## src/hw/rtl/rva_isqrt.sv

```systemverilog
`default_nettype none
// ----------------------------------------------------------------------------
// rva_isqrt
// Radial distance: offsets from the centre, squares, sum and a pipelined
// digit-by-digit integer square root, one root bit per stage.
// ----------------------------------------------------------------------------
module rva_isqrt #(
  parameter int FRAC_BITS = 16
) (
  input  logic                 clk,
  input  logic                 rst_n,
  input  logic                 en,
  input  logic                 in_vld,
  input  logic [FRAC_BITS:0]   u,
  input  logic [FRAC_BITS:0]   v,
  output logic                 out_vld,
  output logic [FRAC_BITS-1:0] radius
);
  localparam int NSQ = FRAC_BITS + 1;      // sum stage plus one per root bit
  localparam int NST = NSQ + 2;            // abs and square stages in front
  localparam int SQ_W = 2 * FRAC_BITS;
  localparam logic [FRAC_BITS:0] HALF_Q = (FRAC_BITS + 1)'(1) << (FRAC_BITS - 1);

  logic [NST-1:0]       vld_r, vld_nxt;
  logic [FRAC_BITS-1:0] adx_r, ady_r, adx_nxt, ady_nxt;
  logic [SQ_W-1:0]      sqx_r, sqy_r, sqx_nxt, sqy_nxt;
  logic [SQ_W-1:0]      rad_r [NSQ];
  logic [SQ_W-1:0]      rad_nxt [NSQ];
  logic [FRAC_BITS+1:0] rem_r [NSQ];
  logic [FRAC_BITS+1:0] rem_nxt [NSQ];
  logic [FRAC_BITS-1:0] root_r [NSQ];
  logic [FRAC_BITS-1:0] root_nxt [NSQ];

  always_comb begin
    logic [FRAC_BITS+1:0] rm, trial;
    logic                 ge;
    vld_nxt = {vld_r[NST-2:0], in_vld};
    // |offset| <= 0.5, fits F bits
    adx_nxt = (u >= HALF_Q) ? FRAC_BITS'(u - HALF_Q) : FRAC_BITS'(HALF_Q - u);
    ady_nxt = (v >= HALF_Q) ? FRAC_BITS'(v - HALF_Q) : FRAC_BITS'(HALF_Q - v);
    sqx_nxt = SQ_W'(adx_r) * SQ_W'(adx_r);
    sqy_nxt = SQ_W'(ady_r) * SQ_W'(ady_r);
    rad_nxt[0]  = sqx_r + sqy_r;
    rem_nxt[0]  = '0;
    root_nxt[0] = '0;
    for (int k = 1; k < NSQ; k++) begin
      rm    = {rem_r[k-1][FRAC_BITS-1:0], rad_r[k-1][SQ_W-1 -: 2]};
      trial = {root_r[k-1], 2'b01};
      ge    = rm >= trial;
      rem_nxt[k]  = ge ? rm - trial : rm;
      root_nxt[k] = {root_r[k-1][FRAC_BITS-2:0], ge};
      rad_nxt[k]  = {rad_r[k-1][SQ_W-3:0], 2'b00};
    end
  end

  always_ff @(posedge clk) begin
    if (!rst_n) begin
      vld_r <= '0;
    end else if (en) begin
      vld_r <= vld_nxt;
    end
  end

  always_ff @(posedge clk) begin
    if (en) begin
      adx_r  <= adx_nxt;
      ady_r  <= ady_nxt;
      sqx_r  <= sqx_nxt;
      sqy_r  <= sqy_nxt;
      rad_r  <= rad_nxt;
      rem_r  <= rem_nxt;
      root_r <= root_nxt;
    end
  end

  assign out_vld = vld_r[NST-1];
  assign radius  = root_r[NSQ-1];

endmodule
`default_nettype wire

```

## config.mk

```make
export PLATFORM = sky130hd
export DESIGN_NAME = rva_isqrt
export DESIGN_NICKNAME = d
export VERILOG_FILES = /design/src/hw/rtl/rva_isqrt.sv
export SDC_FILE = /design/constraint.sdc
export NUM_CORES = 2
export LEC_CHECK = 0
export BUFFER_PORTS_ARGS = -buffer_cell sky130_fd_sc_hd__buf_2
export CORE_MARGIN = 2
export CORE_UTILIZATION = 59
export DETAILED_ROUTE_END_ITERATION = 16
export PLACE_DENSITY = 0.78
export REMOVE_ABC_BUFFERS = 1
export SETUP_SLACK_MARGIN = 0.1
export SLEW_MARGIN = 20
export SYNTH_ARGS = -nofsm -noshare
export SYNTH_HDL_FRONTEND = slang
export SYNTH_SLANG_ARGS = --single-unit
```

## constraint.sdc

```tcl
create_clock -name clk -period 6.51 [get_ports clk]
set_clock_uncertainty 0.1 [all_clocks]
set_input_delay 0.9765 -clock clk [delete_from_list [all_inputs] [get_ports clk]]
set_output_delay 0.9765 -clock clk [all_outputs]
set_load 0.1 [all_outputs]
```

==> run summary <==
run status = finished, final reports clean
Placer Congestion = 0.8890
clock sink total = 745
Post-DP Area = 50060 sq um
Die Height = 290.2 microns
yosys warns = 0
Congestion Overflow GR = 0
# nets final = 5034
initial antenna violation count = 0
R2R depth = 21
via/cell ratio = 5.515
Setup crit end kind = flop
CTS H-Tree Depth = 3
routed length per instance = 16.81 microns
GRT Util Overall = 22.11%
layout cells sized above 1 = 8.337%
DPL Wire Length = 68290 microns
Post-DRT Antenna Nets = 0
hold_buf cts = 0
Cell Area, Synth = 48340 sq um
worst-path fanout max = 6
hold path depth = 0
ys flop type = edfxtp_1
fin crit share = 95.20%
cell row count = 104
setup tns final = 0 ns
ys async rst share = 0%
Mapped Cells = 4149
Final Hold Fails = 0
initial core utilization = 59.82%
full die area = 84240 sq um
Crit path required time = 6.78 ns
Vias = 29790
Max-Cap Viols = 0
Crit Path Category = reg -> reg
Distinct cells, synth = 90
EDFF count, synth = 726
Longest Clk Path Bufs = 3
Synth Area per Inst = 11.65 sq um
first-pass GRT wire length = 151700 microns
Clock transition at path regs = 0.06 ns
diodes inserted = 0
Fillers = 5884
Core Box Area = 80810 sq um
TritonRoute pass-1 iters = 6
area grow syn2layout = 9.773%
CTS buffer count = 77
Final Instance Area = 53070 sq um
pre-CTS setup slack = 0.07010 ns
number of buffers added on ports = 54
drt first-iter violations = 1865
I/O pins = 55
Min Clock Period, post-route = 6.198 ns
post-layout util = 65.67%
Worst-Margin Slew = 1.038 ns
slew margin rel. = 30.82%
vias in the first global route = 30960
crit path launch type = flop
clk_lat worst skew = 0.63 ns
CTS tree = done
Residual DRC = 0
Worst EP arrival = 6.47 ns
Seq/Total Area, Yosys = 45.88%
Routed WL = 90790 microns
register bit total from synthesis = 745
Hold/Removal Path Class = reg -> reg
largest net degree at the start of global routing = 185
Die W = 290.2 microns
Root Buffer = clkbuf_16
max frequency = 161.3 MHz
Pins Over Slew Limit = 0
Setup violations, final = 0
unrepaired setup endpoints after global routing = true
final worst slack = 0.3122 ns
-- repair_timing --
item / 4_1_cts / 5_1_grt
resized for setup: 1 / 41
pin swaps: 0 / 9
setup endpoints to repair: 4 / 20
setup buffers: 8 / 25
-- synth_stat cells (21+ instances only) --
master	n	area, sq um
clkbuf_1	74	277.8
a21oi_1	211	1056
o21ai_0	118	590.6
mux2_2	29	326.6
nand2b_1	46	287.8
o21a_1	43	322.8
and2_1	91	569.3
nor3_1	64	320.3
mux2i_1	24	240.2
a21o_1	77	578.1
nand4_1	37	231.5
nor2b_1	54	337.8
nand3_1	35	175.2
edfxtp_1	726	21800
a211oi_1	21	157.7
xnor2_1	175	1533
ha_1	386	4830
fa_1	328	6566
nand2_1	269	1010
inv_1	699	2624
nor2_1	222	833.3
nor4_1	29	181.4
xor2_1	116	1016
-- final timing paths --
kind,start,endpoint,slack [ns]
worst max register to register,ady_r[9],sqy_r[29],0.31
worst min-delay path,rad_nxt[433],rad_nxt[403],0.30
worst min register to register,rad_nxt[433],rad_nxt[403],0.30
worst max-delay path,ady_r[9],sqy_r[29],0.31
-- state kept, by name, summed over array words and instances, names as in the netlist --
name      count
ady_r        16
sqx_r        31
rem_r       224
rad_r        32
adx_r        16
vld_r        19
root_nxt    120
sqy_r        31
radius       16
rad_nxt     240
-- cell type report --
class                   count  area, sq um  share of cell area [%]
clock buffers              96         2041                   3.846
clock inverters            43        560.5                   1.056
inverters                 700         2628                   4.951
multi-input cells        2617        23320                   43.95
flip-flops and latches    745        22180                   41.80
well taps                1060         1326                   2.499
repair buffers            141         1007                   1.898
-- cells in the final DEF (no fill, tap or decap), types with 16 or more instances in the layout --
cell | synthesis | routed
ha_1 | 386 | 381
fa_1 | 328 | 327
nor2_1 | 222 | 219
mux2_2 | 29 | 29
nor2b_1 | 54 | 54
xor2_1 | 116 | 116
or3_1 | 19 | 19
o21ai_0 | 118 | 113
nand2_1 | 269 | 269
edfxtp_1 | 726 | 726
nand2b_1 | 46 | 46
nand3_1 | 35 | 35
or2_2 | 16 | 16
nand4_1 | 37 | 37
mux2i_1 | 24 | 24
and2_1 | 91 | 90
nor4_1 | 29 | 29
a21oi_1 | 211 | 207
xnor2_1 | 175 | 175
clkbuf_1 | 74 | 17
a211oi_1 | 21 | 20
inv_1 | 699 | 698
o31ai_1 | 20 | 18
o21a_1 | 43 | 43
a21o_1 | 77 | 77
buf_4 | 0 | 79
buf_2 | 10 | 53
nor3_1 | 64 | 63
clkbuf_16 | 0 | 79
dfxtp_1 | 19 | 19
-- cells by family after synthesis --
family,Yosys count,synth area share (%)
AND/OR/NAND/NOR,935,9.509
multiplexers,60,1.390
flip-flops,745,45.88
buffers and inverters,787,6.152
XOR/XNOR,291,5.272
other,1,0.007757
AO/OA/AOI/OAI,616,8.210
adder cells (fa/ha/maj),714,23.57
-- worst max-delay path, stage by stage, from the launching register on --
cell and delay, ns:
edfxtp_1 0.50, inv_1 0.15, nor2_1 0.09, fa_1 0.52, inv_1 0.05, fa_1 0.47
inv_1 0.05, fa_1 0.51, inv_1 0.05, fa_1 0.47, inv_1 0.05, fa_1 0.50
fa_1 0.49, ha_1 0.35, a21oi_1 0.21, o21ai_2 0.12, a2111oi_4 0.35, nor3_4 0.11
a211oi_2 0.34, o21ai_2 0.11, a221oi_2 0.24, xnor2_1 0.09
-- per-layer routing --
| layer | routed length [microns] | part of all wire [%] | vias to the layer above | track usage [%] |
|---|---|---|---|---|
| met2 | 47970 | 53 | 639 | 40.51 |
| met1 | 35940 | 40 | 14580 | 26.41 |
| met5 | 0 | 0 | - | 0 |
| met3 | 3121 | 3.4 | 207 | 2.730 |
| met4 | 3757 | 4.1 | 0 | 8.892 |
| li1 | - | - | 14370 | - |
-- metrics by stage --
step	hold slack, ns	cells
final	0.3040	5402
after global placement	0.3003	5230
after detailed placement	0.3045	5230
after CTS	0.3020	5377
after global routing	0.3173	5402
after floorplan	0.3003	4062
Power is not shown: default switching activity piles up to over one toggle a cycle in this logic, so the estimate is an artifact.
