File: src/hw/rtl/rva_pkg.sv
`default_nettype none
// ----------------------------------------------------------------------------
// rva_pkg
// Shared types and constants for the radial vignette alpha pipeline.
// ----------------------------------------------------------------------------
package rva_pkg;

  localparam int DIM_W      = 13;  // frame width / height register
  localparam int GAIN_W     = 16;  // distance gain, Q0.16
  localparam int EDGE_W     = 16;  // smoothstep edges, Q0.16
  localparam int EDGE_FRAC  = 16;  // fraction bits of gain and edges
  localparam int ALPHA_W    = 8;
  localparam int APB_ADDR_W = 5;
  localparam int APB_DATA_W = 32;
  localparam int REG_IDX_W  = 3;

  typedef enum logic [REG_IDX_W-1:0] {
    REG_FRAME_WIDTH  = 3'd0,
    REG_FRAME_HEIGHT = 3'd1,
    REG_DISTANCE_GAIN = 3'd2,
    REG_INNER_EDGE   = 3'd3,
    REG_OUTER_EDGE   = 3'd4
  } reg_idx_t;

  typedef struct packed {
    logic [DIM_W-1:0]  frame_width;
    logic [DIM_W-1:0]  frame_height;
    logic [GAIN_W-1:0] distance_gain;
    logic [EDGE_W-1:0] inner_edge;
    logic [EDGE_W-1:0] outer_edge;
  } cfg_t;

  localparam logic [DIM_W-1:0]  FRAME_WIDTH_RST   = 13'd320;
  localparam logic [DIM_W-1:0]  FRAME_HEIGHT_RST  = 13'd180;
  localparam logic [GAIN_W-1:0] DISTANCE_GAIN_RST = 16'd39322;
  localparam logic [EDGE_W-1:0] INNER_EDGE_RST    = 16'd13107;
  localparam logic [EDGE_W-1:0] OUTER_EDGE_RST    = 16'd52429;

  localparam logic [ALPHA_W-1:0] ALPHA_MAX = 8'd255;

endpackage
`default_nettype wire

File: src/hw/rtl/rva_regs.sv
`default_nettype none
// ----------------------------------------------------------------------------
// rva_regs
// APB configuration registers: frame size, distance gain and edges.
// ----------------------------------------------------------------------------
module rva_regs (
  input  logic                            clk,
  input  logic                            rst_n,
  input  logic                            psel,
  input  logic                            penable,
  input  logic                            pwrite,
  input  logic [rva_pkg::APB_ADDR_W-1:0]  paddr,
  input  logic [rva_pkg::APB_DATA_W-1:0]  pwdata,
  output logic [rva_pkg::APB_DATA_W-1:0]  prdata,
  output logic                            pready,
  output rva_pkg::cfg_t                   cfg
);
  import rva_pkg::*;

  cfg_t     cfg_r, cfg_nxt;
  reg_idx_t idx;
  logic     wr_en;

  assign idx    = reg_idx_t'(paddr[APB_ADDR_W-1:2]);
  assign pready = 1'b1;
  assign wr_en  = psel & penable & pwrite;
  assign cfg    = cfg_r;

  always_comb begin
    cfg_nxt = cfg_r;
    prdata  = '0;
    unique case (idx)
      REG_FRAME_WIDTH: begin
        prdata = APB_DATA_W'(cfg_r.frame_width);
        if (wr_en) cfg_nxt.frame_width = pwdata[DIM_W-1:0];
      end
      REG_FRAME_HEIGHT: begin
        prdata = APB_DATA_W'(cfg_r.frame_height);
        if (wr_en) cfg_nxt.frame_height = pwdata[DIM_W-1:0];
      end
      REG_DISTANCE_GAIN: begin
        prdata = APB_DATA_W'(cfg_r.distance_gain);
        if (wr_en) cfg_nxt.distance_gain = pwdata[GAIN_W-1:0];
      end
      REG_INNER_EDGE: begin
        prdata = APB_DATA_W'(cfg_r.inner_edge);
        if (wr_en) cfg_nxt.inner_edge = pwdata[EDGE_W-1:0];
      end
      REG_OUTER_EDGE: begin
        prdata = APB_DATA_W'(cfg_r.outer_edge);
        if (wr_en) cfg_nxt.outer_edge = pwdata[EDGE_W-1:0];
      end
      default: ;
    endcase
  end

  always_ff @(posedge clk) begin
    if (!rst_n) begin
      cfg_r.frame_width   <= FRAME_WIDTH_RST;
      cfg_r.frame_height  <= FRAME_HEIGHT_RST;
      cfg_r.distance_gain <= DISTANCE_GAIN_RST;
      cfg_r.inner_edge    <= INNER_EDGE_RST;
      cfg_r.outer_edge    <= OUTER_EDGE_RST;
    end else begin
      cfg_r <= cfg_nxt;
    end
  end

endmodule
`default_nettype wire

File: config.mk
export PLATFORM = sky130hd
export DESIGN_NAME = rva_regs
export DESIGN_NICKNAME = d
export VERILOG_FILES = /design/src/hw/rtl/rva_pkg.sv /design/src/hw/rtl/rva_regs.sv
export SDC_FILE = /design/constraint.sdc
export NUM_CORES = 1
export LEC_CHECK = 0
export ABC_CLOCK_PERIOD_IN_PS = 1100
export BUFFER_PORTS_ARGS = -buffer_cell sky130_fd_sc_hd__buf_2
export CORE_MARGIN = 1
export CORE_UTILIZATION = 44
export CTS_CLUSTER_DIAMETER = 30
export DETAILED_ROUTE_END_ITERATION = 10
export PLACE_DENSITY = 0.77
export SLEW_MARGIN = 20
export SYNTH_ARGS = -nofsm -noshare
export SYNTH_HDL_FRONTEND = slang
export SYNTH_SLANG_ARGS = --single-unit
File: constraint.sdc
create_clock -name clk -period 1.1 [get_ports clk]
set_input_delay 0.11 -clock clk [delete_from_list [all_inputs] [get_ports clk]]
set_output_delay 0.11 -clock clk [all_outputs]
set_load 0.005 [all_outputs]
==> flow_summary.yaml <==
run_status:
  outcome: "complete, but fails checks"
  failed_checks: "negative setup slack"
timing:
  rsz0062_at_grt: "true"
  hold_viol: 0
  drv_slew: 0
  period_share_pct: 125
  setup_viol: 17
  tns_ns: -2.94
  fmax_mhz: 726
  period_needed_ns: 1.38
  setup_ws_ns: -0.278
  finClkSkew_ns: 0
pwr:
  leakagePower_nw: 2.51
  vdd_drop_max_uv: 670
  p_per_area_nw_per_um2: 1090
detailed_routing:
  routed-via-count: 3309
  wl_per_cell_um: 15.7
  drtIter0Drc: 134
  antenna_left: 0
  drt-pass1-iter-count: 4
  vias_per_cell: 5.15
  drc: 0
  wl_mm: 10.1
die:
  ioPinCount: 149
  die_x_um: 93.0
  die_h_um: 93.0
  initial_core_util_pct: 46.2
  coreArea_um2: 7890
  rows: 32
  fp.dieArea_um2: 8650
synth:
  synth_cells: 382
  synth_cell_types: 34
  synth_edf_count: 0
  async_flop_share_pct: 0
  post-synth-top-area-fraction_pct: 40.6
  synthTopCellsByArea: "dfxtp_1 41%, mux2i_1 25%, nand2_1 6.3%, nor2b_1 6.2%, buf_4 4.5%"
  yosysSeqAreaShare_pct: 40.6
  synthFlopType: "dfxtp_1"
  synth_common_cells: "91 x mux2i_1, 74 x dfxtp_1, 61 x nand2_1, 36 x nor2b_1, 22 x buf_4"
  post-synth-top-count-cell: "mux2i_1"
  yosys.area.top_type: "dfxtp_1"
  ys_seq_elements: 74
  syn_area_um2: 3640
  syn_avg_cell_area_um2: 9.54
  yosys_warnings: 0
layout:
  multi_input_area_um2: 1950
  fillers: 672
  largest_register_ffs: 74
  final_nets: 578
  final_core_utilization_pct: 63.0
  antennaDiodeCount: 0
  drive_gt1_share_pct: 44.8
  syn_to_final_growth_pct: 36.4
  final-seq-area_um2: 1540
cts:
  cts_root_buf: "clkbuf_8"
  htreeDepth: 3
  insertion_delay_ns: 0.35
  cts_buffers: 9
  cts.sinks: 74
  clock_path_buffers: 2
  cts_tree: "done"
  clkTransAtPathRegs_ns: 0.08
  postCtsHoldBufs: 0
setup_path:
  critPathMaxFanout: 2
  crit_family: "flip-flops"
  worstPathCellList: "mux2_2 > a22oi_2 > o22ai_1 > buf_2"
  worstSetupEndpointType: "primary output"
  critPathMaxStageDelay_ns: 0.33
  cp.arrival_ns: 1.27
  cp_num_buf_inv: 1
  required_ns: 0.99
  crit_path_top_delay_cell: "dfxtp_2"
  start_kind: "flop"
  worstSetupPathType: "flop to primary output"
global_route:
  grt_max_degree: 52
  globalRouteOverflowTotal: 0
  grt_pass1_wl_mm: 15.4
  grt_pass1_vias: 3104
  grt_antenna_before_repair: 0
  grt_use_total_pct: 23.3
hold_path:
  hold_path.class: "primary input to flop"
place:
  gp_congestion: 0.835
  port_buffers: 113
  dpl.hpwl_mm: 7.06
run:
  drv_cap: 0
[path summary, 6_finish.rpt]
| path | from | slack [ns] | end | depth (start not counted) |
|---|---|---|---|---|
| hold reg to reg | cfg[26]$_SDFFE_PN0P_ | 0.47 | cfg[26]$_SDFFE_PN0P_ | 2 |
| setup / recovery | cfg[53]$_SDFFE_PN1P_ | -0.28 | prdata[5] | 4 |
| hold / removal | pwdata[15] | 0.02 | cfg[31]$_SDFFE_PN0P_ | 3 |
| setup reg to reg | cfg[53]$_SDFFE_PN1P_ | 0.26 | cfg[53]$_SDFFE_PN1P_ | 4 |
[layout make-up]
class,instances,area share [%]
tap,102,2.57
clock buffer,10,2.77
inverter,5,0.378
sequential,74,30.9
clock inverter,5,1.11
timing repair buffer,172,23.0
multi-input combinational,274,39.3
[per-layer routing]
metal / up-vias / part of all wire, % / GRT usage (%)
met5: - / 0 / 0
li1: 1584 / - / -
met4: 0 / 1.8 / 8.33
met3: 22 / 6.4 / 5.53
met1: 1575 / 44 / 29.0
met2: 128 / 47 / 39.0
[report_power, final]
part           switching (mW)  internal (mW)  leakage [nW]
sequential             0.0155           2.70         0.600
combinational           0.324          0.298          1.81
clock                    1.02           1.09        0.0941
total                    1.35           4.09          2.51
[cell families after synthesis]
kind of cell	count (synthesis)	share of synthesized area (%)
AND/OR/NAND/NOR	119	17.5
multiplexers	92	25.3
flip-flops	74	40.6
buffers and inverters	49	7.96
AO/OA/AOI/OAI	46	8.41
other	2	0.206
[cells in the final DEF (no fill, tap or decap), types with 5 or more instances in the layout]
cell        n
inv_1       5
o211ai_1    6
nand3_1     6
conb_1     17
mux2i_1    91
nand2_1    61
dfxtp_2    43
clkbuf_8   10
nor2b_1    36
buf_4      48
o21ai_0     7
a21o_1     10
o22ai_1    11
buf_2     112
buf_12     10
dfxtp_1    31
[worst register-to-register path: cells and delay by family, from the launching register on]
kind / cells / cell delay [ns]
simple gates: 1 / 0.10
buf+inv: 2 / 0.24
mux: 1 / 0.07
flops: 1 / 0.33
[repair_timing]
| action | in CTS | in global routing |
|---|---|---|
| pin swaps | 8 | 1 |
| endpoints found under the setup margin | 16 | 16 |
| buffers inserted | 19 | 3 |
| gates resized for setup | 38 | 15 |
[metrics by stage]
stage                     instances  area (µm²)  power (mW)  setup slack (ns)  hold WS [ns]
after floorplan                 397        3700        3.15           0.00313         0.252
after global placement          605        4530        3.36            -0.132         0.374
after detailed placement        605        4530        3.37            -0.176         0.389
after CTS                       639        4910        5.43            -0.284        0.0211
after global routing            642        4970        5.64            -0.327        0.0165
final                           642        4970        5.44            -0.278        0.0224
Note: power is estimated with default switching activity, not from simulation.
