## src/hw/rtl/rva_pkg.sv

```systemverilog
`default_nettype none
// ----------------------------------------------------------------------------
// rva_pkg
// Shared types and constants for the radial vignette alpha pipeline.
// ----------------------------------------------------------------------------
package rva_pkg;

  localparam int DIM_W      = 13;  // frame width / height register
  localparam int GAIN_W     = 16;  // distance gain, Q0.16
  localparam int EDGE_W     = 16;  // smoothstep edges, Q0.16
  localparam int EDGE_FRAC  = 16;  // fraction bits of gain and edges
  localparam int ALPHA_W    = 8;
  localparam int APB_ADDR_W = 5;
  localparam int APB_DATA_W = 32;
  localparam int REG_IDX_W  = 3;

  typedef enum logic [REG_IDX_W-1:0] {
    REG_FRAME_WIDTH  = 3'd0,
    REG_FRAME_HEIGHT = 3'd1,
    REG_DISTANCE_GAIN = 3'd2,
    REG_INNER_EDGE   = 3'd3,
    REG_OUTER_EDGE   = 3'd4
  } reg_idx_t;

  typedef struct packed {
    logic [DIM_W-1:0]  frame_width;
    logic [DIM_W-1:0]  frame_height;
    logic [GAIN_W-1:0] distance_gain;
    logic [EDGE_W-1:0] inner_edge;
    logic [EDGE_W-1:0] outer_edge;
  } cfg_t;

  localparam logic [DIM_W-1:0]  FRAME_WIDTH_RST   = 13'd320;
  localparam logic [DIM_W-1:0]  FRAME_HEIGHT_RST  = 13'd180;
  localparam logic [GAIN_W-1:0] DISTANCE_GAIN_RST = 16'd39322;
  localparam logic [EDGE_W-1:0] INNER_EDGE_RST    = 16'd13107;
  localparam logic [EDGE_W-1:0] OUTER_EDGE_RST    = 16'd52429;

  localparam logic [ALPHA_W-1:0] ALPHA_MAX = 8'd255;

endpackage
`default_nettype wire

```

## src/hw/rtl/rva_smooth.sv

```systemverilog
`default_nettype none
// ----------------------------------------------------------------------------
// rva_smooth
// Gain, smoothstep ratio (pipelined restoring division), 3s^2 - 2s^3 and the
// byte scale. Equal edges give a hard step.
// ----------------------------------------------------------------------------
module rva_smooth #(
  parameter int FRAC_BITS = 16
) (
  input  logic                         clk,
  input  logic                         rst_n,
  input  logic                         en,
  input  logic                         in_vld,
  input  logic [FRAC_BITS-1:0]         radius,
  input  logic [rva_pkg::GAIN_W-1:0]   distance_gain,
  input  logic [rva_pkg::EDGE_W-1:0]   inner_edge,
  input  logic [rva_pkg::EDGE_W-1:0]   outer_edge,
  output logic                         out_vld,
  output logic [rva_pkg::ALPHA_W-1:0]  alpha
);
  import rva_pkg::*;

  // stage map: t | num | classify + F quotient bits | s^2 | w | alpha
  localparam int NDV = FRAC_BITS + 1;
  localparam int NST = FRAC_BITS + 6;
  localparam int PW  = FRAC_BITS + GAIN_W;
  localparam logic [FRAC_BITS:0]   ONE_Q   = (FRAC_BITS + 1)'(1) << FRAC_BITS;
  localparam logic [FRAC_BITS+1:0] THREE_Q = (FRAC_BITS + 2)'(3) << FRAC_BITS;

  logic [FRAC_BITS-1:0]          e1, e2, dabs;
  logic signed [FRAC_BITS:0]     den;
  logic                          den_neg, den_zero;

  logic [NST-1:0]                vld_r, vld_nxt;
  logic [NST-2:1]                hd_r, hd_nxt, hi_r, hi_nxt;
  logic [PW-1:0]                 tprod;
  logic [FRAC_BITS-1:0]          t_r, t_nxt;
  logic signed [FRAC_BITS:0]     num_r, num_nxt;
  logic [NDV-1:0]                fl_r, fl_nxt;
  logic [FRAC_BITS-1:0]          rem_r [NDV];
  logic [FRAC_BITS-1:0]          rem_nxt [NDV];
  logic [FRAC_BITS-1:0]          q_r [NDV];
  logic [FRAC_BITS-1:0]          q_nxt [NDV];
  logic [FRAC_BITS:0]            s;
  logic [2*FRAC_BITS+1:0]        sprod;
  logic [FRAC_BITS:0]            s2_r, s2_nxt;
  logic [FRAC_BITS+1:0]          tri_r, tri_nxt;
  logic [2*FRAC_BITS+2:0]        wprod;
  logic [FRAC_BITS:0]            w_r, w_nxt;
  logic [FRAC_BITS+ALPHA_W:0]    ascl;
  logic [ALPHA_W:0]              a9;
  logic [ALPHA_W-1:0]            alpha_r, alpha_nxt;

  if (FRAC_BITS >= EDGE_FRAC) begin : g_edge_up
    assign e1 = FRAC_BITS'(inner_edge) << (FRAC_BITS - EDGE_FRAC);
    assign e2 = FRAC_BITS'(outer_edge) << (FRAC_BITS - EDGE_FRAC);
  end else begin : g_edge_dn
    assign e1 = FRAC_BITS'(inner_edge >> (EDGE_FRAC - FRAC_BITS));
    assign e2 = FRAC_BITS'(outer_edge >> (EDGE_FRAC - FRAC_BITS));
  end

  // span depends on config only; reversed edges flip the sign of num instead
  assign den      = $signed({1'b0, e2}) - $signed({1'b0, e1});
  assign den_neg  = den < 0;
  assign den_zero = den == '0;
  assign dabs     = den_neg ? FRAC_BITS'(-den) : FRAC_BITS'(den);

  always_comb begin
    logic [FRAC_BITS:0] tw;
    logic               bq, zero, full;
    vld_nxt = {vld_r[NST-2:0], in_vld};

    tprod = PW'(radius) * PW'(distance_gain);
    t_nxt = tprod[PW-1:GAIN_W];

    num_nxt   = den_neg ? $signed({1'b0, e1}) - $signed({1'b0, t_r})
                        : $signed({1'b0, t_r}) - $signed({1'b0, e1});
    hd_nxt[1] = den_zero;
    hi_nxt[1] = t_r >= e1;
    for (int p = 2; p < NST - 1; p++) begin
      hd_nxt[p] = hd_r[p-1];
      hi_nxt[p] = hi_r[p-1];
    end

    // clamp ends skip the division: remainder zero keeps the quotient zero
    zero       = num_r <= 0;
    full       = num_r >= $signed({1'b0, dabs});
    fl_nxt[0]  = full;
    rem_nxt[0] = (zero || full) ? '0 : num_r[FRAC_BITS-1:0];
    q_nxt[0]   = '0;
    for (int k = 1; k < NDV; k++) begin
      tw = {rem_r[k-1], 1'b0};
      bq = tw >= {1'b0, dabs};
      if (bq) tw = tw - {1'b0, dabs};
      rem_nxt[k] = tw[FRAC_BITS-1:0];
      q_nxt[k]   = {q_r[k-1][FRAC_BITS-2:0], bq};
      fl_nxt[k]  = fl_r[k-1];
    end

    s       = fl_r[NDV-1] ? ONE_Q : {1'b0, q_r[NDV-1]};
    sprod   = (2*FRAC_BITS+2)'(s) * (2*FRAC_BITS+2)'(s);
    s2_nxt  = sprod[2*FRAC_BITS:FRAC_BITS];
    tri_nxt = THREE_Q - {s, 1'b0};

    // w <= 1.0 so the upper product bits are zero
    wprod = (2*FRAC_BITS+3)'(s2_r) * (2*FRAC_BITS+3)'(tri_r);
    w_nxt = wprod[2*FRAC_BITS:FRAC_BITS];

    // w * 255 as shift and subtract
    ascl = {w_r, {ALPHA_W{1'b0}}} - (FRAC_BITS + ALPHA_W + 1)'(w_r);
    a9   = ascl[FRAC_BITS+ALPHA_W:FRAC_BITS];
    if (hd_r[NST-2]) begin
      alpha_nxt = hi_r[NST-2] ? ALPHA_MAX : '0;
    end else if (a9 > (ALPHA_W + 1)'(ALPHA_MAX)) begin
      alpha_nxt = ALPHA_MAX;
    end else begin
      alpha_nxt = a9[ALPHA_W-1:0];
    end
  end

  always_ff @(posedge clk) begin
    if (!rst_n) begin
      vld_r <= '0;
    end else if (en) begin
      vld_r <= vld_nxt;
    end
  end

  always_ff @(posedge clk) begin
    if (en) begin
      t_r     <= t_nxt;
      num_r   <= num_nxt;
      hd_r    <= hd_nxt;
      hi_r    <= hi_nxt;
      fl_r    <= fl_nxt;
      rem_r   <= rem_nxt;
      q_r     <= q_nxt;
      s2_r    <= s2_nxt;
      tri_r   <= tri_nxt;
      w_r     <= w_nxt;
      alpha_r <= alpha_nxt;
    end
  end

  assign out_vld = vld_r[NST-1];
  assign alpha   = alpha_r;

endmodule
`default_nettype wire

```

## config.mk

```make
export PLATFORM = sky130hd
export DESIGN_NAME = rva_smooth
export DESIGN_NICKNAME = d
export VERILOG_FILES = /design/src/hw/rtl/rva_pkg.sv /design/src/hw/rtl/rva_smooth.sv
export SDC_FILE = /design/constraint.sdc
export NUM_CORES = 2
export LEC_CHECK = 0
export CAP_MARGIN = 20
export CORE_MARGIN = 8
export CORE_UTILIZATION = 55
export DETAILED_ROUTE_END_ITERATION = 7
export DONT_BUFFER_PORTS = 1
export HOLD_SLACK_MARGIN = 0.06
export PLACE_DENSITY = 0.7
export SLEW_MARGIN = 20
export SYNTH_ARGS = -nofsm -noshare
export SYNTH_HDL_FRONTEND = slang
export SYNTH_SLANG_ARGS = --single-unit
```

## constraint.sdc

```tcl
create_clock -name clk -period 9.91 [get_ports clk]
set_clock_uncertainty 0.05 [all_clocks]
set_input_delay 1.982 -clock clk [delete_from_list [all_inputs] [get_ports clk]]
set_output_delay 1.982 -clock clk [all_outputs]
set_load 0.02 [all_outputs]
```

==> impl_metrics.toml <==
[worst_setup_path]
crit_required_ns = 10.21
r2r_cells = 24
crit_fanout = 16
crit_path_start_kind = "input port"
r2r_setup_slack_ns = 2.30
slowest_delay_ns = 0.59
worstReg2RegEnd = "s2_r[14]"
crit_arrival_ns = 8.45
critPathKind = "in -> reg"
cp-end-kind = "register"
path_common_cell = "fa_1"
rr_startpoint = "fl_r[16]"
crit_path_cell_trace = "and2_1, fa_1, inv_1, fa_1, inv_1, fa_1, fa_1, fa_1, inv_1, fa_1, inv_1, ha_1, nand2_1, nor4_1, o2111ai_1, a211oi_1, o31ai_1, a21boi_0, a211oi_1, o2bb2ai_1, o21ba_2, xnor2_1"
cp_slowest_cell = "a211oi_1"

[timing]
setup_viol = 0
worst_pin_slew_ns = 1.46
period_share = 0.823
whs_ns = 0.350
grt_setup_unrepaired = "false"
fin_crit_ns = 8.15
fin_setup_tns_ns = 0
slew_viol_final = 0
fmax_ghz = 0.123
relSlewSlack = 0.0274
hold_viol = 0

[yosys]
yosys-top-cells-count = "inv_1, ha_1, fa_1"
synth_cells = 5645
synth.cell_area_um2 = 58000
avgSynthCellArea_um2 = 10.3
yosysTopAreaCell = "edfxtp_1"
synthArstFlopShare = 0
yosysMostFrequentCell = "inv_1"
ys_seq_area_frac = 0.288
ys_ff_latch = 563
synth-edff-count = 541
yosys_warnings = 0
yosys-top-cells-area = "edfxtp_1, fa_1, ha_1"
netlist-cell-type-count = 83
synth-main-ff-cell = "edfxtp_1"
synth_top_area_frac = 0.280

[place]
io_buffer_count = 0
routabilityCongestion = 0.881
dp.cells = 6939
dp_hpwl_um = 93400

[clock_tree]
cts.sinks = 563
ctsHoldBuffers = 0
postCtsSetupBuffers = 0
clock_latency_ns = 0.65
ctsHtreeMaxLevel = 3
cts_tree = "done"
cts_resized = 0
root_buffer = "clkbuf_16"
numCtsBuffers = 66
clk_pin_slew_ns = 0.06
cts_buffer_depth = 3

[route]
via_count = 39200
wl_um = 124000
drc = 0
vias_per_cell = 5.55
firstDrtPassIters = 6
avgRoutedWirePerCell_um = 17.6
drt_iter0_markers = 2300
antenna_left = 0

[floorplanning]
start_util = 0.552
die_height_um = 341
core-area_um2 = 105000
dieWidth_um = 341
io_pins = 77
row_count = 119
die-area_um2 = 116000

[final_layout]
layout.nets = 6935
drive_gt1_frac = 0.0603
antenna_cells = 0
final_cells = 7059
area_growth_pct = 6.49

[grt]
grt_max_degree = 564
grt_pass1_wl_um = 203000
grt_usage = 0.213
gr-total-overflow = 0
grt_pass1_vias = 40000
antenna_found_initial = 2

[min_path]
worstHoldStart = "hi_r[11]"
holdPathEnd = "hi_r[12]"
whs_path_depth = 0
min_path_type = "reg -> reg"

[outcome]
run_status = "finished clean"

[run]
drv_cap = 0
==> sequential cells by signal, summed over array words and instances, names as in the netlist <==
signal  cells
hi_r       20
q_r        16
q_nxt     120
rem_r     256
num_r      17
alpha       8
hd_r       20
s2_r       17
vld_r      22
t_r        16
tri_r      17
w_r        17
fl_r       17
==> cell usage in the layout, fill, tap and decap left out, types with 25 or more instances in the layout <==
master and instances:
nor2_1 203, xnor2_1 179, edfxtp_1 541, xor2_1 100, ha_1 627, o21ai_0 149, nand3_1 75, nor3_1 75
nor2b_1 93, mux2_2 139, inv_1 949, a21oi_1 247, buf_4 32, nand2_1 560, or3_1 25, nand4_1 61
clkbuf_16 66, and2_1 296, a21o_1 121, nand2b_1 34, mux2i_1 40, fa_1 620
==> cell type report <==
class / count / area [µm²]
Timing Repair Buffer: 35 / 323
Inverter: 949 / 3560
Tap cell: 1391 / 1740
Fill cell: 8891 / 43300
Clock buffer: 77 / 1690
Multi-Input combinational cell: 4004 / 37300
Clock inverter: 40 / 442
Sequential cell: 563 / 16700
==> worst max path at each step <==
stage	start	endpoint	slack, ns	cells past startpoint
after floorplan	outer_edge[0]	rem_r[152]	1.62	27
after detailed placement	radius[5]	t_r[15]	1.18	22
after CTS	radius[5]	t_r[15]	1.82	22
final	radius[5]	t_r[15]	1.76	22
after global placement	radius[5]	t_r[15]	1.25	22
after global routing	outer_edge[0]	rem_r[72]	1.31	25
==> per-stage QoR <==
stage	utilization	instance area (µm²)	setup WS, ns
6_report	0.588	61700	1.76
5_1_grt	0.588	61700	1.31
4_1_cts	0.587	61600	1.82
3_5_place_dp	0.567	59500	1.18
3_3_place_gp	0.567	59500	1.25
2_1_floorplan	-	58000	1.62
==> cells by family (layout without fill, tap and decap cells) <==
| kind of cell | count (synthesis) | in the layout | share of synthesized area |
|---|---|---|---|
| AO/OA/AOI/OAI | 749 | 749 | 0.0830 |
| adder cells (fa/ha/maj) | 1248 | 1248 | 0.350 |
| XOR/XNOR | 293 | 293 | 0.0443 |
| buffers and inverters | 1099 | 1101 | 0.0725 |
| flip-flops | 563 | 563 | 0.288 |
| other | 2 | 23 | 0.000130 |
| multiplexers | 179 | 179 | 0.0339 |
| AND/OR/NAND/NOR | 1512 | 1512 | 0.129 |
==> worst max-delay path, delay by kind of cell <==
kind	cells	cell delay [ns]
fa+ha+maj	7	3.43
compound gates	7	2.18
simple gates	3	0.52
buf+inv	4	0.21
xor+xnor	1	0.11
==> per-layer routing <==
metal / part of all wire / up-vias / routed length [µm] / global-route usage
met5: 0 / - / 0 / 0
met4: 0.030 / 0 / 3760 / 0.0674
met3: 0.048 / 231 / 5910 / 0.0288
met2: 0.48 / 912 / 59800 / 0.362
met1: 0.44 / 19400 / 54600 / 0.284
li1: - / 18700 / - / -
Power is not shown: default switching activity piles up to over one toggle a cycle in this logic, so the estimate is an artifact.
