**config.mk**
```make
export PLATFORM = sky130hd
export DESIGN_NAME = rva_norm
export DESIGN_NICKNAME = d
export VERILOG_FILES = /design/src/hw/rtl/rva_pkg.sv /design/src/hw/rtl/rva_norm.sv
export SDC_FILE = /design/constraint.sdc
export NUM_CORES = 2
export LEC_CHECK = 0
export BUFFER_PORTS_ARGS = -buffer_cell sky130_fd_sc_hd__buf_2
export CAP_MARGIN = 25
export CORE_ASPECT_RATIO = 0.8
export CORE_UTILIZATION = 49
export CTS_CLUSTER_SIZE = 8
export DETAILED_ROUTE_END_ITERATION = 10
export GPL_ROUTABILITY_DRIVEN = 0
export GPL_TIMING_DRIVEN = 0
export SLEW_MARGIN = 40
export SYNTH_ARGS = -nofsm -noshare
export SYNTH_HDL_FRONTEND = slang
export SYNTH_SLANG_ARGS = --single-unit
```
**constraint.sdc**
```tcl
create_clock -name clk -period 14 [get_ports clk]
set_input_delay 1.4 -clock clk [delete_from_list [all_inputs] [get_ports clk]]
set_output_delay 1.4 -clock clk [all_outputs]
set_load 0.005 [all_outputs]
```
**src/hw/rtl/rva_pkg.sv**
```systemverilog
`default_nettype none
// ----------------------------------------------------------------------------
// rva_pkg
// Shared types and constants for the radial vignette alpha pipeline.
// ----------------------------------------------------------------------------
package rva_pkg;

  localparam int DIM_W      = 13;  // frame width / height register
  localparam int GAIN_W     = 16;  // distance gain, Q0.16
  localparam int EDGE_W     = 16;  // smoothstep edges, Q0.16
  localparam int EDGE_FRAC  = 16;  // fraction bits of gain and edges
  localparam int ALPHA_W    = 8;
  localparam int APB_ADDR_W = 5;
  localparam int APB_DATA_W = 32;
  localparam int REG_IDX_W  = 3;

  typedef enum logic [REG_IDX_W-1:0] {
    REG_FRAME_WIDTH  = 3'd0,
    REG_FRAME_HEIGHT = 3'd1,
    REG_DISTANCE_GAIN = 3'd2,
    REG_INNER_EDGE   = 3'd3,
    REG_OUTER_EDGE   = 3'd4
  } reg_idx_t;

  typedef struct packed {
    logic [DIM_W-1:0]  frame_width;
    logic [DIM_W-1:0]  frame_height;
    logic [GAIN_W-1:0] distance_gain;
    logic [EDGE_W-1:0] inner_edge;
    logic [EDGE_W-1:0] outer_edge;
  } cfg_t;

  localparam logic [DIM_W-1:0]  FRAME_WIDTH_RST   = 13'd320;
  localparam logic [DIM_W-1:0]  FRAME_HEIGHT_RST  = 13'd180;
  localparam logic [GAIN_W-1:0] DISTANCE_GAIN_RST = 16'd39322;
  localparam logic [EDGE_W-1:0] INNER_EDGE_RST    = 16'd13107;
  localparam logic [EDGE_W-1:0] OUTER_EDGE_RST    = 16'd52429;

  localparam logic [ALPHA_W-1:0] ALPHA_MAX = 8'd255;

endpackage
`default_nettype wire

```
**src/hw/rtl/rva_norm.sv**
```systemverilog
`default_nettype none
// ----------------------------------------------------------------------------
// rva_norm
// Coordinate normalizer: u = x * 2^F / width, v = y * 2^F / height, saturating
// at 1.0. Pipelined restoring division, one quotient bit per stage.
// ----------------------------------------------------------------------------
module rva_norm #(
  parameter int COORD_BITS = 12,
  parameter int FRAC_BITS  = 16
) (
  input  logic                         clk,
  input  logic                         rst_n,
  input  logic                         en,
  input  logic                         in_vld,
  input  logic [COORD_BITS-1:0]        pixel_x,
  input  logic [COORD_BITS-1:0]        pixel_y,
  input  logic [rva_pkg::DIM_W-1:0]    frame_width,
  input  logic [rva_pkg::DIM_W-1:0]    frame_height,
  output logic                         out_vld,
  output logic [FRAC_BITS:0]           u,
  output logic [FRAC_BITS:0]           v
);
  import rva_pkg::*;

  localparam int NST   = FRAC_BITS + 1;
  localparam int CMP_W = (COORD_BITS > DIM_W) ? COORD_BITS : DIM_W;

  logic [DIM_W-1:0]     wx, wy;
  logic [NST-1:0]       vld_r, vld_nxt;
  logic [NST-1:0]       satx_r, satx_nxt, saty_r, saty_nxt;
  logic [DIM_W-1:0]     rx_r [NST];
  logic [DIM_W-1:0]     rx_nxt [NST];
  logic [DIM_W-1:0]     ry_r [NST];
  logic [DIM_W-1:0]     ry_nxt [NST];
  logic [FRAC_BITS-1:0] qx_r [NST];
  logic [FRAC_BITS-1:0] qx_nxt [NST];
  logic [FRAC_BITS-1:0] qy_r [NST];
  logic [FRAC_BITS-1:0] qy_nxt [NST];

  // zero size behaves as one
  assign wx = (frame_width == '0) ? DIM_W'(1) : frame_width;
  assign wy = (frame_height == '0) ? DIM_W'(1) : frame_height;

  always_comb begin
    logic [DIM_W:0] tx, ty;
    logic           bx, by;
    // coordinate at or past the edge saturates; quotient then stays zero
    vld_nxt[0]  = in_vld;
    satx_nxt[0] = CMP_W'(pixel_x) >= CMP_W'(wx);
    saty_nxt[0] = CMP_W'(pixel_y) >= CMP_W'(wy);
    rx_nxt[0]   = satx_nxt[0] ? '0 : DIM_W'(pixel_x);
    ry_nxt[0]   = saty_nxt[0] ? '0 : DIM_W'(pixel_y);
    qx_nxt[0]   = '0;
    qy_nxt[0]   = '0;
    for (int k = 1; k < NST; k++) begin
      vld_nxt[k]  = vld_r[k-1];
      satx_nxt[k] = satx_r[k-1];
      saty_nxt[k] = saty_r[k-1];
      tx = {rx_r[k-1], 1'b0};
      ty = {ry_r[k-1], 1'b0};
      bx = tx >= {1'b0, wx};
      by = ty >= {1'b0, wy};
      if (bx) tx = tx - {1'b0, wx};
      if (by) ty = ty - {1'b0, wy};
      rx_nxt[k] = tx[DIM_W-1:0];
      ry_nxt[k] = ty[DIM_W-1:0];
      qx_nxt[k] = {qx_r[k-1][FRAC_BITS-2:0], bx};
      qy_nxt[k] = {qy_r[k-1][FRAC_BITS-2:0], by};
    end
  end

  always_ff @(posedge clk) begin
    if (!rst_n) begin
      vld_r <= '0;
    end else if (en) begin
      vld_r <= vld_nxt;
    end
  end

  always_ff @(posedge clk) begin
    if (en) begin
      satx_r <= satx_nxt;
      saty_r <= saty_nxt;
      rx_r   <= rx_nxt;
      ry_r   <= ry_nxt;
      qx_r   <= qx_nxt;
      qy_r   <= qy_nxt;
    end
  end

  assign out_vld = vld_r[NST-1];
  assign u       = {satx_r[NST-1], qx_r[NST-1]};
  assign v       = {saty_r[NST-1], qy_r[NST-1]};

endmodule
`default_nettype wire

```
==> report_table.html <==
<table>
<tr><th>Metric</th><th>Value</th></tr>
<tr><th colspan="2">Outcome</th></tr>
<tr><td>Result of the run</td><td>finished clean</td></tr>
<tr><th colspan="2">Clock tree</th></tr>
<tr><td>Post-CTS Setup Inserts</td><td>0</td></tr>
<tr><td>Clock input transition at the sequential cells of the worst setup and hold paths</td><td>50 ps</td></tr>
<tr><td>TritonCTS sink count</td><td>737</td></tr>
<tr><td>CTS tree</td><td>done</td></tr>
<tr><td>Post-cts resize count</td><td>0</td></tr>
<tr><td>Clk Latency, worst-skew pair</td><td>670 ps</td></tr>
<tr><td>Clock tree root driver cell</td><td>sky130_fd_sc_hd__clkbuf_16</td></tr>
<tr><td>Max H-tree Level</td><td>3</td></tr>
<tr><td>Hold Buf Count CTS</td><td>0</td></tr>
<tr><td>Maximum number of buffers from clock root to sink</td><td>3</td></tr>
<tr><td>Number of buffers added by the clock tree synthesis step</td><td>102</td></tr>
<tr><th colspan="2">Layout</th></tr>
<tr><td>Finished Core Util</td><td>0.552</td></tr>
<tr><td>Count of nets after finishing</td><td>4416</td></tr>
<tr><td>Ant diodes</td><td>0</td></tr>
<tr><td>Fraction of final layout cells with drive strength greater than 1</td><td>0.139</td></tr>
<tr><td>Area taken by flip-flops and latches</td><td>0.0220 sq mm</td></tr>
<tr><td>Area of the multi-input gates</td><td>0.0218 sq mm</td></tr>
<tr><td>Most common cell after layout, fill and taps aside</td><td>sky130_fd_sc_hd__edfxtp_1</td></tr>
<tr><td>Area grow syn2layout</td><td>11.3%</td></tr>
<tr><td>Most frequent cells in the layout</td><td>sky130_fd_sc_hd__edfxtp_1 (720), sky130_fd_sc_hd__ha_1 (466), sky130_fd_sc_hd__a21oi_1 (294)</td></tr>
<tr><td>FILL cells</td><td>7619</td></tr>
<tr><th colspan="2">Die</th></tr>
<tr><td>Effective utilization at floorplan</td><td>0.496</td></tr>
<tr><td>Die Wd</td><td>339 um</td></tr>
<tr><td># IOs</td><td>89</td></tr>
<tr><td>Die boundary height</td><td>271 um</td></tr>
<tr><td>Die ar.</td><td>0.0918 sq mm</td></tr>
<tr><td>Rows</td><td>98</td></tr>
<tr><td>Core area</td><td>0.0895 sq mm</td></tr>
<tr><th colspan="2">Critical path</th></tr>
<tr><td>FF-to-FF Start</td><td>ry_r[52]</td></tr>
<tr><td>Critical Path RT</td><td>14410 ps</td></tr>
<tr><td>Category of the worst setup path capture point</td><td>flip-flop</td></tr>
<tr><td>Critical R2R Capture</td><td>ry_r[45]</td></tr>
<tr><td>Type of the setup path with the least slack</td><td>in -&gt; reg</td></tr>
<tr><td>Setup slack, reg-to-reg</td><td>10080 ps</td></tr>
<tr><td>Arrival time at the worst endpoint</td><td>7000 ps</td></tr>
<tr><td>Cell depth of the worst flop-to-flop path</td><td>9</td></tr>
<tr><td>Max Fanout on Critical Path</td><td>27</td></tr>
<tr><td>Kind of start point of the critical path</td><td>input port</td></tr>
<tr><td>End point of the critical path</td><td>ry_r[45]</td></tr>
<tr><td>CP startpoint</td><td>frame_height[1]</td></tr>
<tr><th colspan="2">Detailed routing</th></tr>
<tr><td>Number of detailed-route iterations in the first pass</td><td>5</td></tr>
<tr><td>Number of antenna-violating nets in the routed design</td><td>0</td></tr>
<tr><td>Number of vias in the routed layout</td><td>29300</td></tr>
<tr><td>Average wire per cell in the routed design</td><td>19.6 um</td></tr>
<tr><td>1st-iter DRT viols</td><td>2599</td></tr>
<tr><td>DRC</td><td>0</td></tr>
<tr><td>Final Routed Wirelength</td><td>99.7 mm</td></tr>
<tr><td>Via-to-Cell Ratio</td><td>5.75</td></tr>
<tr><th colspan="2">Power and ir drop</th></tr>
<tr><td>Power Total</td><td>0.0110 W</td></tr>
<tr><td>Leak pwr</td><td>19.6 nW</td></tr>
<tr><td>Peak ir drop on the vdd network</td><td>0.108 mV</td></tr>
<tr><td>P per Cell Area</td><td>222 mW/mm^2</td></tr>
<tr><th colspan="2">Timing</th></tr>
<tr><td>Relative slew margins</td><td>0.399</td></tr>
<tr><td>Setup Skew</td><td>38.0 ps</td></tr>
<tr><td>RSZ-0062 raised after global routing</td><td>no</td></tr>
<tr><td>Number of failing hold endpoints at the final stage</td><td>0</td></tr>
<tr><td>Count of endpoints failing setup in the final report</td><td>0</td></tr>
<tr><td>Crit share post-route</td><td>0.471</td></tr>
<tr><td>Worst slew pin tran</td><td>902 ps</td></tr>
<tr><td>Post-route minimum period</td><td>6590 ps</td></tr>
<tr><td>WHS</td><td>392 ps</td></tr>
<tr><td>Number of max-slew violations in the final report</td><td>0</td></tr>
<tr><td>F_max</td><td>152 MHz</td></tr>
<tr><th colspan="2">Yosys</th></tr>
<tr><td>Cell types with the largest area share after synthesis</td><td>sky130_fd_sc_hd__edfxtp_1 (49%), sky130_fd_sc_hd__ha_1 (13%), sky130_fd_sc_hd__mux2_2 (6.4%)</td></tr>
<tr><td>Async set-reset flop share out of synthesis</td><td>0</td></tr>
<tr><td>Yosys synthesis warning count</td><td>0</td></tr>
<tr><td>Number of distinct library cells after synthesis</td><td>80</td></tr>
<tr><td>Flip-flop and latch count after synthesis</td><td>737</td></tr>
<tr><td>Share of the yosys chip area belonging to registers</td><td>0.495</td></tr>
<tr><td>Area share of the leading cell type in the synthesized netlist</td><td>0.487</td></tr>
<tr><td>Synthesized net count</td><td>4214</td></tr>
<tr><td>EDFF count, synth</td><td>720</td></tr>
<tr><td>Mapped Area</td><td>0.0444 sq mm</td></tr>
<tr><td>Post-synth top flop</td><td>sky130_fd_sc_hd__edfxtp_1</td></tr>
<tr><td>Post-Syn Instances</td><td>3664</td></tr>
<tr><td>Avg Cell Area, Syn</td><td>12.1 sq um</td></tr>
<tr><td>Cell type with the highest aggregate area in the netlist</td><td>sky130_fd_sc_hd__edfxtp_1</td></tr>
<tr><th colspan="2">Global routing</th></tr>
<tr><td>Combined global-route utilization of all metal layers</td><td>0.216</td></tr>
<tr><td>Number of global-route vias before repair</td><td>27600</td></tr>
<tr><td>Antenna violations before repair</td><td>2</td></tr>
<tr><td>GR Overflow Total</td><td>0</td></tr>
<tr><td>First-pass GRT wire length</td><td>157 mm</td></tr>
<tr><td>Pin count of the biggest net entering global routing</td><td>108</td></tr>
<tr><th colspan="2">Flow run</th></tr>
<tr><td>Number of max-capacitance violations reported</td><td>0</td></tr>
<tr><th colspan="2">Placement</th></tr>
<tr><td>Port Buffers</td><td>87</td></tr>
<tr><td>Post-DP HPWL</td><td>67.4 mm</td></tr>
<tr><th colspan="2">Hold path</th></tr>
<tr><td>Type of the most critical hold path</td><td>reg -&gt; reg</td></tr>
</table>
sequential cells by signal, indices dropped and copies added, names as in the netlist:
signal and cells:
v 16, rx_r 207, u 16, vld_r 17, ry_r 207, qy_nxt 120
saty_r 17, satx_r 17, qx_nxt 120
final cells by class:
cell class                      instances  share of cell area
Multi-Input combinational cell       2741               0.441
Clock buffer                          118              0.0537
Inverter                              128             0.00983
Clock inverter                          5            0.000962
Buffer                                 58             0.00494
Tap cell                             1200              0.0304
Timing Repair Buffer                   98              0.0146
Sequential cell                       737               0.445
through the flow:
stage / setup TNS, ps / instance area (sq um) / worst slack (ps) / cells
3_5_place_dp: 0 / 46700 / 6640 / 4962
5_1_grt: 0 / 49400 / 7120 / 5085
3_3_place_gp: -14210 / 46300 / -648 / 4951
6_report: 0 / 49400 / 7410 / 5085
2_1_floorplan: 0 / 44400 / 7930 / 3664
4_1_cts: 0 / 49400 / 7310 / 5085
cells by family (layout without fill, tap and decap cells):
| kind of cell | Yosys count | after routing | share of synthesized area |
|---|---|---|---|
| xor+xnor | 300 | 300 | 0.0592 |
| mux | 276 | 276 | 0.0693 |
| flops | 737 | 737 | 0.495 |
| buf+inv | 186 | 407 | 0.0161 |
| fa+ha+maj | 496 | 496 | 0.145 |
| compound gates | 942 | 942 | 0.136 |
| simple gates | 727 | 727 | 0.0803 |
Yosys cell counts (all sizes together), types with 30 or more instances:
master / count
edfxtp: 720
ha: 466
a21oi: 295
mux2: 252
nand2: 203
o21ai: 193
nor2: 185
xnor2: 179
a21o: 159
inv: 128
xor2: 121
nand3: 61
nand4: 49
o21bai: 46
nor3: 43
clkbuf: 40
nor2b: 39
and2: 36
a211oi: 35
a31oi: 34
fa: 30
how the worst min path moves through the flow:
| stage | start | to | slack, ps | depth (start not counted) |
|---|---|---|---|---|
| global route | qy_nxt[57] | qy_nxt[42] | 400 | 0 |
| floorplan | qx_nxt[115] | qx_nxt[100] | 400 | 0 |
| CTS | qy_nxt[24] | qy_nxt[9] | 390 | 0 |
| detailed placement | qx_nxt[134] | qx_nxt[119] | 400 | 0 |
| finish | qy_nxt[24] | qy_nxt[9] | 390 | 0 |
| global placement | qx_nxt[43] | qx_nxt[28] | 400 | 0 |
layer usage:
layer  vias up  track usage  part of all wire
met2       699        0.298              0.39
met4         0       0.0575             0.022
met1     14000        0.352              0.54
met3       156       0.0272             0.048
li1      14400            -                 -
met5         -            0                 0
worst max-delay path, stage by stage:
cell	delay, ps
sky130_fd_sc_hd__buf_2	130
sky130_fd_sc_hd__nor4_4	620
sky130_fd_sc_hd__a31oi_4	450
sky130_fd_sc_hd__clkbuf_1	500
sky130_fd_sc_hd__clkbuf_4	430
sky130_fd_sc_hd__buf_12	240
sky130_fd_sc_hd__fa_1	450
sky130_fd_sc_hd__a21oi_1	210
sky130_fd_sc_hd__o21ai_0	180
sky130_fd_sc_hd__a2111oi_0	670
sky130_fd_sc_hd__o41ai_1	250
sky130_fd_sc_hd__nor2b_1	200
sky130_fd_sc_hd__a21oi_1	420
sky130_fd_sc_hd__clkbuf_1	410
sky130_fd_sc_hd__mux2_2	390
where the power goes:
group / internal [W] / leakage [nW] / switching [W]
clock: 0.00131 / 1.32 / 0.000895
combinational: 0.00233 / 11.1 / 0.00265
sequential: 0.00342 / 7.16 / 0.000352
(Power assumes the default switching activity.)
